==> config.mk <==
export PLATFORM = sky130hd
export DESIGN_NAME = multilevel_priority_ready_queue
export DESIGN_NICKNAME = d
export VERILOG_FILES = /design/src/rtl/core/mlprq_pkg.sv /design/src/rtl/core/multilevel_priority_ready_queue.sv
export SDC_FILE = /design/constraint.sdc
export NUM_CORES = 2
export LEC_CHECK = 0
export ABC_CLOCK_PERIOD_IN_PS = 10100
export BUFFER_PORTS_ARGS = -buffer_cell sky130_fd_sc_hd__buf_2
export CORE_MARGIN = 3
export CORE_UTILIZATION = 60
export CTS_CLUSTER_DIAMETER = 50
export DETAILED_ROUTE_END_ITERATION = 8
export PLACE_DENSITY_LB_ADDON = 0.2
export SYNTH_ARGS = -nofsm -noshare
export SYNTH_HDL_FRONTEND = slang
export SYNTH_SLANG_ARGS = --single-unit
==> constraint.sdc <==
create_clock -name clk -period 10.1 [get_ports clk]
set_input_delay 0.505 -clock clk [delete_from_list [all_inputs] [get_ports clk]]
set_output_delay 0.505 -clock clk [all_outputs]
set_load 0.01 [all_outputs]
==> src/rtl/core/mlprq_pkg.sv <==
// mlprq_pkg: shared types and constants of the multilevel priority ready queue
// holds the command and result transfer structs and the operation codes
// no dependencies
package mlprq_pkg;

	// default sizes of the queue
	localparam int LEVELS_DEF = 64;
	localparam int SLOTS_DEF  = 64;

	// operation codes carried in cmd_t.mode
	localparam logic [1:0] MODE_ENQ  = 2'd0;
	localparam logic [1:0] MODE_DEQ  = 2'd1;
	localparam logic [1:0] MODE_MOVE = 2'd2;

	typedef struct packed {
		logic [1:0] mode;
		logic [5:0] thread_id;
		logic [5:0] level;
		logic [5:0] from_level;
	} cmd_t;

	typedef struct packed {
		logic [5:0] out_thread;
		logic       got_thread;
		logic [5:0] top_level;
		logic [6:0] ready_count;
	} result_t;

endpackage

==> src/rtl/core/multilevel_priority_ready_queue.sv <==
// multilevel_priority_ready_queue: thread ready queue with one fifo per priority level
// link memories, bitmaps and a two-step highest-level search under one sequencer
// depends on mlprq_pkg
module multilevel_priority_ready_queue #(
	parameter int LEVELS = mlprq_pkg::LEVELS_DEF,
	parameter int SLOTS  = mlprq_pkg::SLOTS_DEF
) (
	input  logic                clk,
	input  logic                arst_n,
	input  logic                start,
	output logic                busy,
	input  mlprq_pkg::cmd_t     cmd,
	output logic                done,
	output mlprq_pkg::result_t  result
);
	// a command is taken at a rising edge with start high and busy low; busy then
	// stays high while the sequencer works and the result appears for exactly one
	// cycle with done high, in the same cycle as busy falls. the receiver cannot
	// stall, so the result must be captured in that cycle. a new command may be
	// taken in the same cycle as the strobe. the pace of back-to-back transfers is
	// set by the single registered read port of each link memory (a read, then the
	// dependent writes) and by the highest-level search, which runs in two steps:
	// first the highest non-empty group of levels, then the highest level within
	// that group. the head, tail and link memories are not cleared after reset;
	// the level bitmap says which entries hold meaning, so the block is ready
	// straight out of reset.

	import mlprq_pkg::*;

	localparam int LW = (LEVELS > 1) ? $clog2(LEVELS) : 1;
	localparam int SW = (SLOTS > 1) ? $clog2(SLOTS) : 1;
	localparam int CW = $clog2(SLOTS + 1);
	// search geometry: levels split into NG groups of G
	localparam int BW = (LW + 1) / 2;
	localparam int G  = 1 << BW;
	localparam int NG = (LEVELS + G - 1) / G;
	localparam int GW = (NG > 1) ? $clog2(NG) : 1;

	typedef enum logic [3:0] {
		ST_IDLE,
		ST_A_RD,
		ST_A_WR,
		ST_M_RD,
		ST_M_UL,
		ST_D_RD,
		ST_D_NX,
		ST_D_WR,
		ST_SRCH_G,
		ST_SRCH_B
	} state_t;

	state_t state_q;

	// command registers
	logic [SW-1:0] tix_q;
	logic [LW-1:0] lix_q;
	logic [LW-1:0] olix_q;
	logic          pre_q;   // search ahead of a dequeue
	logic [LW-1:0] top_q;
	logic [5:0]    popped_q;
	logic          got_q;

	// state of the queue
	logic [LEVELS-1:0] nonempty_q;
	logic [SLOTS-1:0]  queued_q;
	logic [CW-1:0]     cnt_q;

	// search registers
	logic [GW-1:0] grp_q;
	logic          any_q;

	// result registers
	logic    done_q;
	result_t result_q;

	// link memories
	logic [SW-1:0] head_mem_q [LEVELS];
	logic [SW-1:0] tail_mem_q [LEVELS];
	logic [SW-1:0] next_mem_q [SLOTS];
	logic [SW-1:0] prev_mem_q [SLOTS];
	logic [SW-1:0] head_rd_q, tail_rd_q, next_rd_q, prev_rd_q;

	logic [LW-1:0] head_ra, tail_ra, head_wa, tail_wa;
	logic [SW-1:0] next_ra, prev_ra, next_wa, prev_wa;
	logic [SW-1:0] head_wd, tail_wd, next_wd, prev_wd;
	logic          head_we, tail_we, next_we, prev_we;

	// incoming command decode
	logic [SW-1:0] tix_in;
	logic [LW-1:0] lix_in, olix_in;
	logic          t_ok, l_ok, ol_ok, enq_ok, move_ok;

	// unlink decode
	logic live, is_head, is_tail;

	// search unit
	logic [NG*G-1:0]       lvl_pad;
	logic [NG-1:0][G-1:0]  lvl_grp;
	logic [NG-1:0]         grp_any;
	logic [GW-1:0]         grp_sel;
	logic                  any_sel;
	logic [G-1:0]          grp_bits;
	logic [BW-1:0]         bit_sel;
	logic [LW-1:0]         top_lvl;

	assign tix_in  = SW'(32'(cmd.thread_id));
	assign lix_in  = LW'(32'(cmd.level));
	assign olix_in = LW'(32'(cmd.from_level));
	assign t_ok    = 32'(cmd.thread_id) < 32'(SLOTS);
	assign l_ok    = 32'(cmd.level) < 32'(LEVELS);
	assign ol_ok   = 32'(cmd.from_level) < 32'(LEVELS);
	assign enq_ok  = t_ok && l_ok && !queued_q[tix_in];
	assign move_ok = t_ok && l_ok && ol_ok && queued_q[tix_in];

	assign live    = nonempty_q[olix_q];
	assign is_head = live && (head_rd_q == tix_q);
	assign is_tail = live && (tail_rd_q == tix_q);

	// first search step: which group holds the highest set level
	assign lvl_pad = (NG*G)'(nonempty_q);
	assign lvl_grp = lvl_pad;

	always_comb begin
		grp_sel = '0;
		any_sel = 1'b0;
		for (int g = 0; g < NG; g++) begin
			grp_any[g] = |lvl_grp[g];
			if (grp_any[g]) begin
				grp_sel = GW'(g);
				any_sel = 1'b1;
			end
		end
	end

	// second search step: highest set level inside the chosen group
	assign grp_bits = lvl_grp[grp_q];

	always_comb begin
		bit_sel = '0;
		for (int b = 0; b < G; b++) begin
			if (grp_bits[b]) begin
				bit_sel = BW'(b);
			end
		end
	end

	assign top_lvl = any_q ? LW'(32'(grp_q) * G + 32'(bit_sel)) : '0;

	// read addresses follow the sequencer state
	always_comb begin
		head_ra = olix_q;
		tail_ra = olix_q;
		next_ra = tix_q;
		prev_ra = tix_q;
		case (state_q)
			ST_A_RD: begin
				tail_ra = lix_q;
			end
			ST_D_RD, ST_D_WR: begin
				head_ra = top_q;
				tail_ra = top_q;
			end
			ST_D_NX: begin
				head_ra = top_q;
				tail_ra = top_q;
				next_ra = head_rd_q;
			end
			default: begin
			end
		endcase
	end

	// link writes: append, unlink and pop
	always_comb begin
		head_we = 1'b0;
		tail_we = 1'b0;
		next_we = 1'b0;
		prev_we = 1'b0;
		head_wa = lix_q;
		tail_wa = lix_q;
		next_wa = tail_rd_q;
		prev_wa = tix_q;
		head_wd = tix_q;
		tail_wd = tix_q;
		next_wd = tix_q;
		prev_wd = tail_rd_q;
		case (state_q)
			ST_A_WR: begin
				if (nonempty_q[lix_q]) begin
					// link behind the current tail
					next_we = 1'b1;
					prev_we = 1'b1;
					tail_we = 1'b1;
				end else begin
					// level was empty, slot becomes head and tail
					head_we = 1'b1;
					tail_we = 1'b1;
				end
			end
			ST_M_UL: begin
				head_wa = olix_q;
				tail_wa = olix_q;
				head_wd = next_rd_q;
				tail_wd = prev_rd_q;
				next_wa = prev_rd_q;
				next_wd = next_rd_q;
				prev_wa = next_rd_q;
				prev_wd = prev_rd_q;
				if (is_head && is_tail) begin
					// level empties, bitmap only
				end else if (is_head) begin
					head_we = 1'b1;
				end else if (is_tail) begin
					tail_we = 1'b1;
				end else begin
					next_we = 1'b1;
					prev_we = 1'b1;
				end
			end
			ST_D_WR: begin
				head_wa = top_q;
				head_wd = next_rd_q;
				head_we = (tail_rd_q != head_rd_q);
			end
			default: begin
			end
		endcase
	end

	always_ff @(posedge clk) begin
		if (head_we) begin
			head_mem_q[head_wa] <= head_wd;
		end
		head_rd_q <= head_mem_q[head_ra];
	end

	always_ff @(posedge clk) begin
		if (tail_we) begin
			tail_mem_q[tail_wa] <= tail_wd;
		end
		tail_rd_q <= tail_mem_q[tail_ra];
	end

	always_ff @(posedge clk) begin
		if (next_we) begin
			next_mem_q[next_wa] <= next_wd;
		end
		next_rd_q <= next_mem_q[next_ra];
	end

	always_ff @(posedge clk) begin
		if (prev_we) begin
			prev_mem_q[prev_wa] <= prev_wd;
		end
		prev_rd_q <= prev_mem_q[prev_ra];
	end

	// sequencer, bitmaps, count and result
	always_ff @(posedge clk or negedge arst_n) begin
		if (!arst_n) begin
			state_q    <= ST_IDLE;
			nonempty_q <= '0;
			queued_q   <= '0;
			cnt_q      <= '0;
			pre_q      <= 1'b0;
			done_q     <= 1'b0;
			got_q      <= 1'b0;
			popped_q   <= '0;
			any_q      <= 1'b0;
			grp_q      <= '0;
			top_q      <= '0;
			tix_q      <= '0;
			lix_q      <= '0;
			olix_q     <= '0;
			result_q   <= '0;
		end else begin
			done_q <= 1'b0;
			case (state_q)
				ST_IDLE: begin
					if (start) begin
						tix_q    <= tix_in;
						lix_q    <= lix_in;
						olix_q   <= olix_in;
						popped_q <= '0;
						got_q    <= 1'b0;
						pre_q    <= 1'b0;
						if (cmd.mode == MODE_ENQ && enq_ok) begin
							state_q <= ST_A_RD;
						end else if (cmd.mode == MODE_MOVE && move_ok) begin
							state_q <= ST_M_RD;
						end else if (cmd.mode == MODE_DEQ) begin
							pre_q   <= 1'b1;
							state_q <= ST_SRCH_G;
						end else begin
							// ignored command, report the state as it is
							state_q <= ST_SRCH_G;
						end
					end
				end
				ST_A_RD: begin
					state_q <= ST_A_WR;
				end
				ST_A_WR: begin
					nonempty_q[lix_q] <= 1'b1;
					queued_q[tix_q]   <= 1'b1;
					cnt_q             <= cnt_q + CW'(1);
					state_q           <= ST_SRCH_G;
				end
				ST_M_RD: begin
					state_q <= ST_M_UL;
				end
				ST_M_UL: begin
					if (is_head && is_tail) begin
						nonempty_q[olix_q] <= 1'b0;
					end
					queued_q[tix_q] <= 1'b0;
					if (cnt_q != '0) begin
						cnt_q <= cnt_q - CW'(1);
					end
					// tail of the new level is read after the unlink writes land
					state_q <= ST_A_RD;
				end
				ST_D_RD: begin
					state_q <= ST_D_NX;
				end
				ST_D_NX: begin
					state_q <= ST_D_WR;
				end
				ST_D_WR: begin
					if (tail_rd_q == head_rd_q) begin
						nonempty_q[top_q] <= 1'b0;
					end
					queued_q[head_rd_q] <= 1'b0;
					if (cnt_q != '0) begin
						cnt_q <= cnt_q - CW'(1);
					end
					popped_q <= 6'(head_rd_q);
					got_q    <= 1'b1;
					state_q  <= ST_SRCH_G;
				end
				ST_SRCH_G: begin
					grp_q   <= grp_sel;
					any_q   <= any_sel;
					state_q <= ST_SRCH_B;
				end
				ST_SRCH_B: begin
					if (pre_q && any_q) begin
						// queue holds a thread: pop the head of the top level
						pre_q   <= 1'b0;
						top_q   <= top_lvl;
						state_q <= ST_D_RD;
					end else begin
						pre_q                <= 1'b0;
						result_q.out_thread  <= popped_q;
						result_q.got_thread  <= got_q;
						result_q.top_level   <= 6'(top_lvl);
						result_q.ready_count <= 7'(cnt_q);
						done_q               <= 1'b1;
						state_q              <= ST_IDLE;
					end
				end
				default: begin
					state_q <= ST_IDLE;
				end
			endcase
		end
	end

	assign busy   = (state_q != ST_IDLE);
	assign done   = done_q;
	assign result = result_q;

endmodule
## After elaboration in Yosys (flattened, before gate mapping)

Memories as Yosys holds them, arrays and structs flattened. A register that Yosys moved wholly into a read port is not among the register bits.
Cells that the tools add are included.

| operators by class | value |
|---|---|
| $add $sub $neg | 3 |
| reduce and logical (&&, ||, !) cells | 38 |
| bitwise operators | 11 |
| order comparisons | 12 |
| muxes and demuxes | 91 |
| eq/ne operators | 19 |

Operators with widths:

| kind | number |
|---|---|
| $pmux W64 S3 | 2 |
| $and A64 B64 Y64 | 4 |
| $not A64 Y64 | 4 |
| $mux W64 | 2 |
| $or A64 B64 Y64 | 2 |
| $reduce_or A8 Y1 | 8 |
| $mux W6 | 9 |
| $lt A6 B7 Y1 const B | 6 |
| $mux W1 | 41 |
| $pmux W4 S9 | 1 |
| $pmux W6 S2 | 3 |
| $mux W3 | 11 |
| $demux W1 S6 | 5 |
| $ge A6 B1 Y1 const B | 5 |
| $bmux W8 S3 | 1 |
| $bmux W1 S6 | 3 |
| $eq A6 B6 Y1 | 3 |
| $eq A4 B3 Y1 const B | 4 |
| $pmux W7 S2 | 1 |
| $mux W4 | 3 |
| $reduce_and A2 Y1 | 6 |
| $logic_and A1 B1 Y1 | 11 |
| $eq A4 B2 Y1 const B | 2 |
| $eq A4 B4 Y1 const B | 2 |
| 26 further kinds | 35 |

| word-level totals | value |
|---|---|
| input bits | 23 |
| output and inout port bits | 22 |
| bits in writable memories | 1,536 |
| logic and storage cells | 196 |
| memories kept | 4 |
| register bits | 196 |

Memory list:

| memory | words | width | read ports | clocked after memory_dff | wr ports | line | text |
|---|---|---|---|---|---|---|---|
| head_mem_q | 64 | 6 | 1 | 1 | 1 | multilevel_priority_ready_queue.sv:77 | `logic [SW-1:0] head_mem_q [LEVELS];` |
| next_mem_q | 64 | 6 | 1 | 1 | 1 | multilevel_priority_ready_queue.sv:79 | `logic [SW-1:0] next_mem_q [SLOTS];` |
| prev_mem_q | 64 | 6 | 1 | 1 | 1 | multilevel_priority_ready_queue.sv:80 | `logic [SW-1:0] prev_mem_q [SLOTS];` |
| tail_mem_q | 64 | 6 | 1 | 1 | 1 | multilevel_priority_ready_queue.sv:78 | `logic [SW-1:0] tail_mem_q [LEVELS];` |

## Depth between registers and ports, before layout

| depth | value |
|---|---|
| word-level depth | 11 |
| mapped depth | 16 |
| depth with buffers taken out | 12 |

## Worst setup path after synthesis

OpenSTA, ideal clock, no wires.

| path | value |
|---|---|
| path kind | register -> register |
| start point | register state_q[0] |
| end point | memory next_mem_q[60][0] (netlist name), enable pin |
| data required time | 9,748 ps |
| path buffers | 3 |
| stages on the path, launching flop included | 10 |
| data arrival time | 3,604 ps |
| library setup time | 352 ps |
| period minus slack after synthesis | 3,956 ps |
| setup slack | 6,144 ps |
| cells stage by stage | dfrtp_1 clkbuf_1 or2_2 clkbuf_1 nor2_1 clkbuf_1 nand2_1 nand2_1 nand4_1 nor2_1 |

| on the way | value |
|---|---|
| elaborated cells between the ends (all ways) | 6 |

RTL lines:

| item | line | text |
|---|---|---|
| start: declaration | multilevel_priority_ready_queue.sv:52 | `state_t state_q;` |
| start signal: assignment | multilevel_priority_ready_queue.sv:261 | `state_q <= ST_IDLE;` |
| start signal: assignment | multilevel_priority_ready_queue.sv:288 | `state_q <= ST_A_RD;` |
| start signal: assignment | multilevel_priority_ready_queue.sv:290 | `state_q <= ST_M_RD;` |
| $eq A4 B3 Y1 | multilevel_priority_ready_queue.sv:187 | `case (state_q)` |
| $mux W6 | multilevel_priority_ready_queue.sv:187 |  |
| named net next_wa[5] | multilevel_priority_ready_queue.sv:84 | `logic [SW-1:0] next_ra, prev_ra, next_wa, prev_wa;` |
| end: declaration | multilevel_priority_ready_queue.sv:79 |  |

The timed path passes the listed nets, and every way through them passes these cells.

## Worst setup path in the final report

| path | value |
|---|---|
| start point | register olix_q[0] |
| end point | memory prev_mem_q[16][1] (netlist name), enable pin |

| on the way | value |
|---|---|
| word-level cells in the longest chain between the ends | 9 |
| elaborated cells between the ends (all ways) | 11 |

RTL lines:

| item | line | text |
|---|---|---|
| start: declaration | multilevel_priority_ready_queue.sv:57 | `logic [LW-1:0] olix_q;` |
| start signal: assignment | multilevel_priority_ready_queue.sv:283 | `olix_q <= olix_in;` |
| $bmux W1 S6 * | multilevel_priority_ready_queue.sv:115 | `assign live = nonempty_q[olix_q];` |
| $mux W1 (not written as such) * | multilevel_priority_ready_queue.sv:115 |  |
| $logic_and A1 B1 Y1 | multilevel_priority_ready_queue.sv:117 | `assign is_tail = live && (tail_rd_q == tix_q);` |
| $mux W1 | multilevel_priority_ready_queue.sv:213 | `end else if (is_tail) begin` |
| $mux W1 | multilevel_priority_ready_queue.sv:211 | `end else if (is_head) begin` |
| $mux W1 * | multilevel_priority_ready_queue.sv:209 | `if (is_head && is_tail) begin` |
| $pmux W1 S2 * | multilevel_priority_ready_queue.sv:187 |  |
| $mux W1 * | multilevel_priority_ready_queue.sv:252 | `if (prev_we) begin` |
| $mux W1 (not written as such) * | multilevel_priority_ready_queue.sv:253 | `prev_mem_q[prev_wa] <= prev_wd;` |
| end: declaration | multilevel_priority_ready_queue.sv:80 |  |

Mark *: on every way between the ends. The rest lies on a longest branch, timed or not. The select of a mux whose other input is x is not followed.

==> summary.txt <==
Status
  – Status: finished clean

Finish
  – Core Util, Final: 66.7%
  – Final instance area: roughly 0.083 mm2
  – Commonest non-fill, non-tap cell in the layout: edfxtp_1
  – Synth-to-layout area growth: 10.1%
  – Final Non-Filler Cells: approximately 7300
  – Final #Nets: roughly 5500
  – Most frequent cells in the layout: edfxtp_1 (1536), nand2_1 (813), nor2_1 (378), a21oi_1 (327), a22oi_1 (244)
  – Layout cell share with drive strength beyond 1: 12.6%

Setup path
  – Critical Path RT: approximately 11 ns
  – WP data arrival: 6.21 ns
  – Critical path class: reg -> reg
  – CP most frequent cell: buf_4
  – Crit-path cells: buf_4 > mux4_2 > mux2i_1 > o22ai_1 > or4_4 > a21boi_1 > o22ai_2 > buf_4 > nand4_1 > nor2_1
  – Register-to-register setup slack: about 4.3 ns
  – FF-to-FF Start: olix_q[0]
  – Slowest-stage cell, CP: dfrtp_4
  – Startpoint Class: register
  – R2r endpoint: prev_mem_q[16][1]
  – Crit-path max FO: 52
  – R2R cell count: 10
  – Endpoint type of the worst setup path: register
  – Worst path max stage delay: between 0.9 and 1 ns

STA
  – Final WS setup: roughly 4.3 ns
  – Fin. Hold Viols: 0
  – Tcrit/Tclk final: 57.2%
  – Slew @ Worst Pin: 1.38 ns
  – Slew Viols, Final: 0
  – Slew headroom: just over 8%
  – Post-route minimum period: between 5 and 6 ns
  – RSZ-0062 raised after global routing: false
  – Max Clock Freq: approximately 0.17 GHz
  – Final setup fails: 0
  – Final Skew: 0.0383 ns
  – Setup TNS: 0 ns

Clocking
  – CTS tree: done
  – Post-CTS Setup Bufs: 0
  – Reg clk slew, reported paths: 0.06 ns
  – Root buffer cell: clkbuf_16
  – Clk_lat worst skew: between 0.8 and 0.9 ns
  – CTS Hold Bufs: 8
  – CTS resizes: 0
  – Clk sinks: 1756
  – CTS Buf Count: about 180
  – Htree depth: 4
  – CTS max path bufs: 3

Logic synthesis
  – Synth unique cells: between 80 and 90
  – Synth Area in XOR/XNOR: less than 1%
  – Largest family of logic cells by synthesized area: compound AO/OA/AOI/OAI gates
  – Synth Area in Compound Gates: about an eighth
  – Post-Synthesis Cell Area: 0.0752 mm2
  – Syn Inst Count: ~5600
  – Post-synthesis net count: approximately 5600
  – Number of flops mapped to enable cells by yosys: approximately 1500
  – Synth Area in Simple Gates: between 10 and 15%
  – Post-synth ARST share: ~11%
  – Seq/Total Area, Yosys: ~70%
  – Synth Area per Inst: between 10 and 15 um2
  – Ys flop type: edfxtp_1
  – Adder-cell share of the synthesized area: less than 1%
  – Multiplexer share of the synthesized area: between 6 and 7%
  – Warnings, synthesis: 0
  – Synth Register Bits: about 1800

Global route
  – Initial antenna violation count: 5
  – Gr ovfl total: 0
  – First-pass GRT wire length: ~320000 um
  – Vias in the first global route: 49500
  – Largest net degree at the start of global routing: between 80 and 90
  – GRT Total Usage: around a third

Floorplanning
  – Core Region: ~0.12 mm2
  – Die height: 360 um
  – DIE AREA: approximately 0.13 mm2
  – Die X: between 300 and 400 um
  – # IOs: 45
  – Row Count: ~130
  – Initial Util: between 60% and 70%

Pwr
  – Power density cells: 326 mW/mm2
  – P_leak: between 0.02 and 0.03 uW
  – Peak supply drop: around 320 uV

Detailed routing
  – Vias per inst: 6.99
  – Post-Route WL: between 200000 and 250000 um
  – Via count: 51000
  – Residual DRC: 0
  – Routed Antenna Nets: 0
  – Pre-antenna DRT Iters: 9
  – First-iteration detailed-routing DRC count: a little under 8000
  – WL/cell: just under 30 um

Placement
  – Routability cong.: between 0.9 and 1
  – Placed cells: 6961
  – Pre-CTS WS: 4.56 ns
  – Placed inst area: about 0.077 mm2
  – HPWL Detailed: about 130000 um
  – Port Buf Inserts: 44

Hold path
  – Hold Path Class: in -> reg
  – Hold EP: state_q[3]
  – Hold Startpoint: start
  – Hold Crit Depth: 2

Flow run
  – MaxCap Viol Count: 0
cell families after synthesis:
group,after synthesis
AO/OA/AOI/OAI,1280
XOR/XNOR,28
adder cells (fa/ha/maj),6
buffers and inverters,413
flip-flops,1756
multiplexers,338
AND/OR/NAND/NOR,1744
state kept, by name, indices dropped and copies added (netlist names), 7 cells and up:
name	cells
queued_q	64
tail_mem_q	384
head_mem_q	384
cnt_q	7
result	20
lvl_grp	64
prev_mem_q	384
next_mem_q	384
critical path, delay by kind of cell, from the launching register on:
kind            cells  cell delay [ns]
simple gates        3             2.30
flops               1             0.95
buf+inv             2             0.89
mux                 2             0.81
compound gates      3             0.40
synth_stat cells, types with 17 or more instances:
| cell type | number | area share, % |
|---|---|---|
| a211oi_1 | 83 | 0.83 |
| a21oi_1 | 329 | 2.2 |
| a221o_1 | 22 | 0.29 |
| a221oi_1 | 44 | 0.51 |
| a222oi_1 | 42 | 0.56 |
| a22oi_1 | 244 | 2.4 |
| a311o_1 | 17 | 0.23 |
| a311oi_1 | 75 | 0.87 |
| a31oi_1 | 86 | 0.72 |
| and2_1 | 46 | 0.38 |
| and3_1 | 89 | 0.74 |
| buf_1 | 56 | 0.28 |
| buf_2 | 64 | 0.43 |
| clkbuf_1 | 253 | 1.3 |
| dfrtp_1 | 196 | 6.5 |
| dfxtp_1 | 24 | 0.64 |
| edfxtp_1 | 1536 | 61 |
| inv_1 | 34 | 0.17 |
| mux2_2 | 107 | 1.6 |
| mux2i_1 | 107 | 1.4 |
| mux4_2 | 124 | 3.7 |
| nand2_1 | 828 | 4.1 |
| nand3_1 | 188 | 1.3 |
| nand4_1 | 72 | 0.60 |
| nor2_1 | 382 | 1.9 |
| nor2b_1 | 19 | 0.16 |
| nor3_1 | 30 | 0.20 |
| o211ai_1 | 24 | 0.24 |
| o21ai_0 | 54 | 0.36 |
| o221ai_1 | 38 | 0.44 |
| o22ai_1 | 124 | 1.0 |
through the flow:
step                power, uW  hold slack, ns
global placement        20200           0.454
detailed placement      20400           0.461
finish                  27000          0.0927
CTS                     26800          0.0354
floorplan               16400           0.209
global route            28000          0.0694
power by group:
group	internal [uW]	leakage [uW]	switching (uW)
combinational	2920	0.00836	7450
clock	3730	0.00281	2790
sequential	9440	0.0166	693
per-layer routing:
layer / track usage (%) / part of all wire [%]
met3: 6.66 / 11
met2: 51.9 / 47
met1: 45.3 / 37
met4: 14.9 / 5.0
met5: 0 / 0
worst max-delay path by stage:
stage,startpoint,endpoint,slack (ns),depth (start not counted)
after floorplan,state_q[0],next_mem_q[60][0],6.14,9
after global placement,olix_q[0],prev_mem_q[16][0],4.58,10
after detailed placement,olix_q[0],prev_mem_q[16][5],4.56,10
after CTS,olix_q[0],prev_mem_q[16][1],4.56,10
after global routing,olix_q[0],prev_mem_q[16][1],4.22,10
final,olix_q[0],prev_mem_q[16][1],4.32,10
final cells by class:
cell class	instances	area (um2)
sequential	1756	51500
tap	1637	2050
inverter	36	135
antenna	3	7.51
clock inverter	100	955
multi-input combinational	3396	22300
fill	8629	41300
timing repair buffer	144	1000
clock buffer	230	4830
Note: power is estimated with default switching activity, not from simulation.
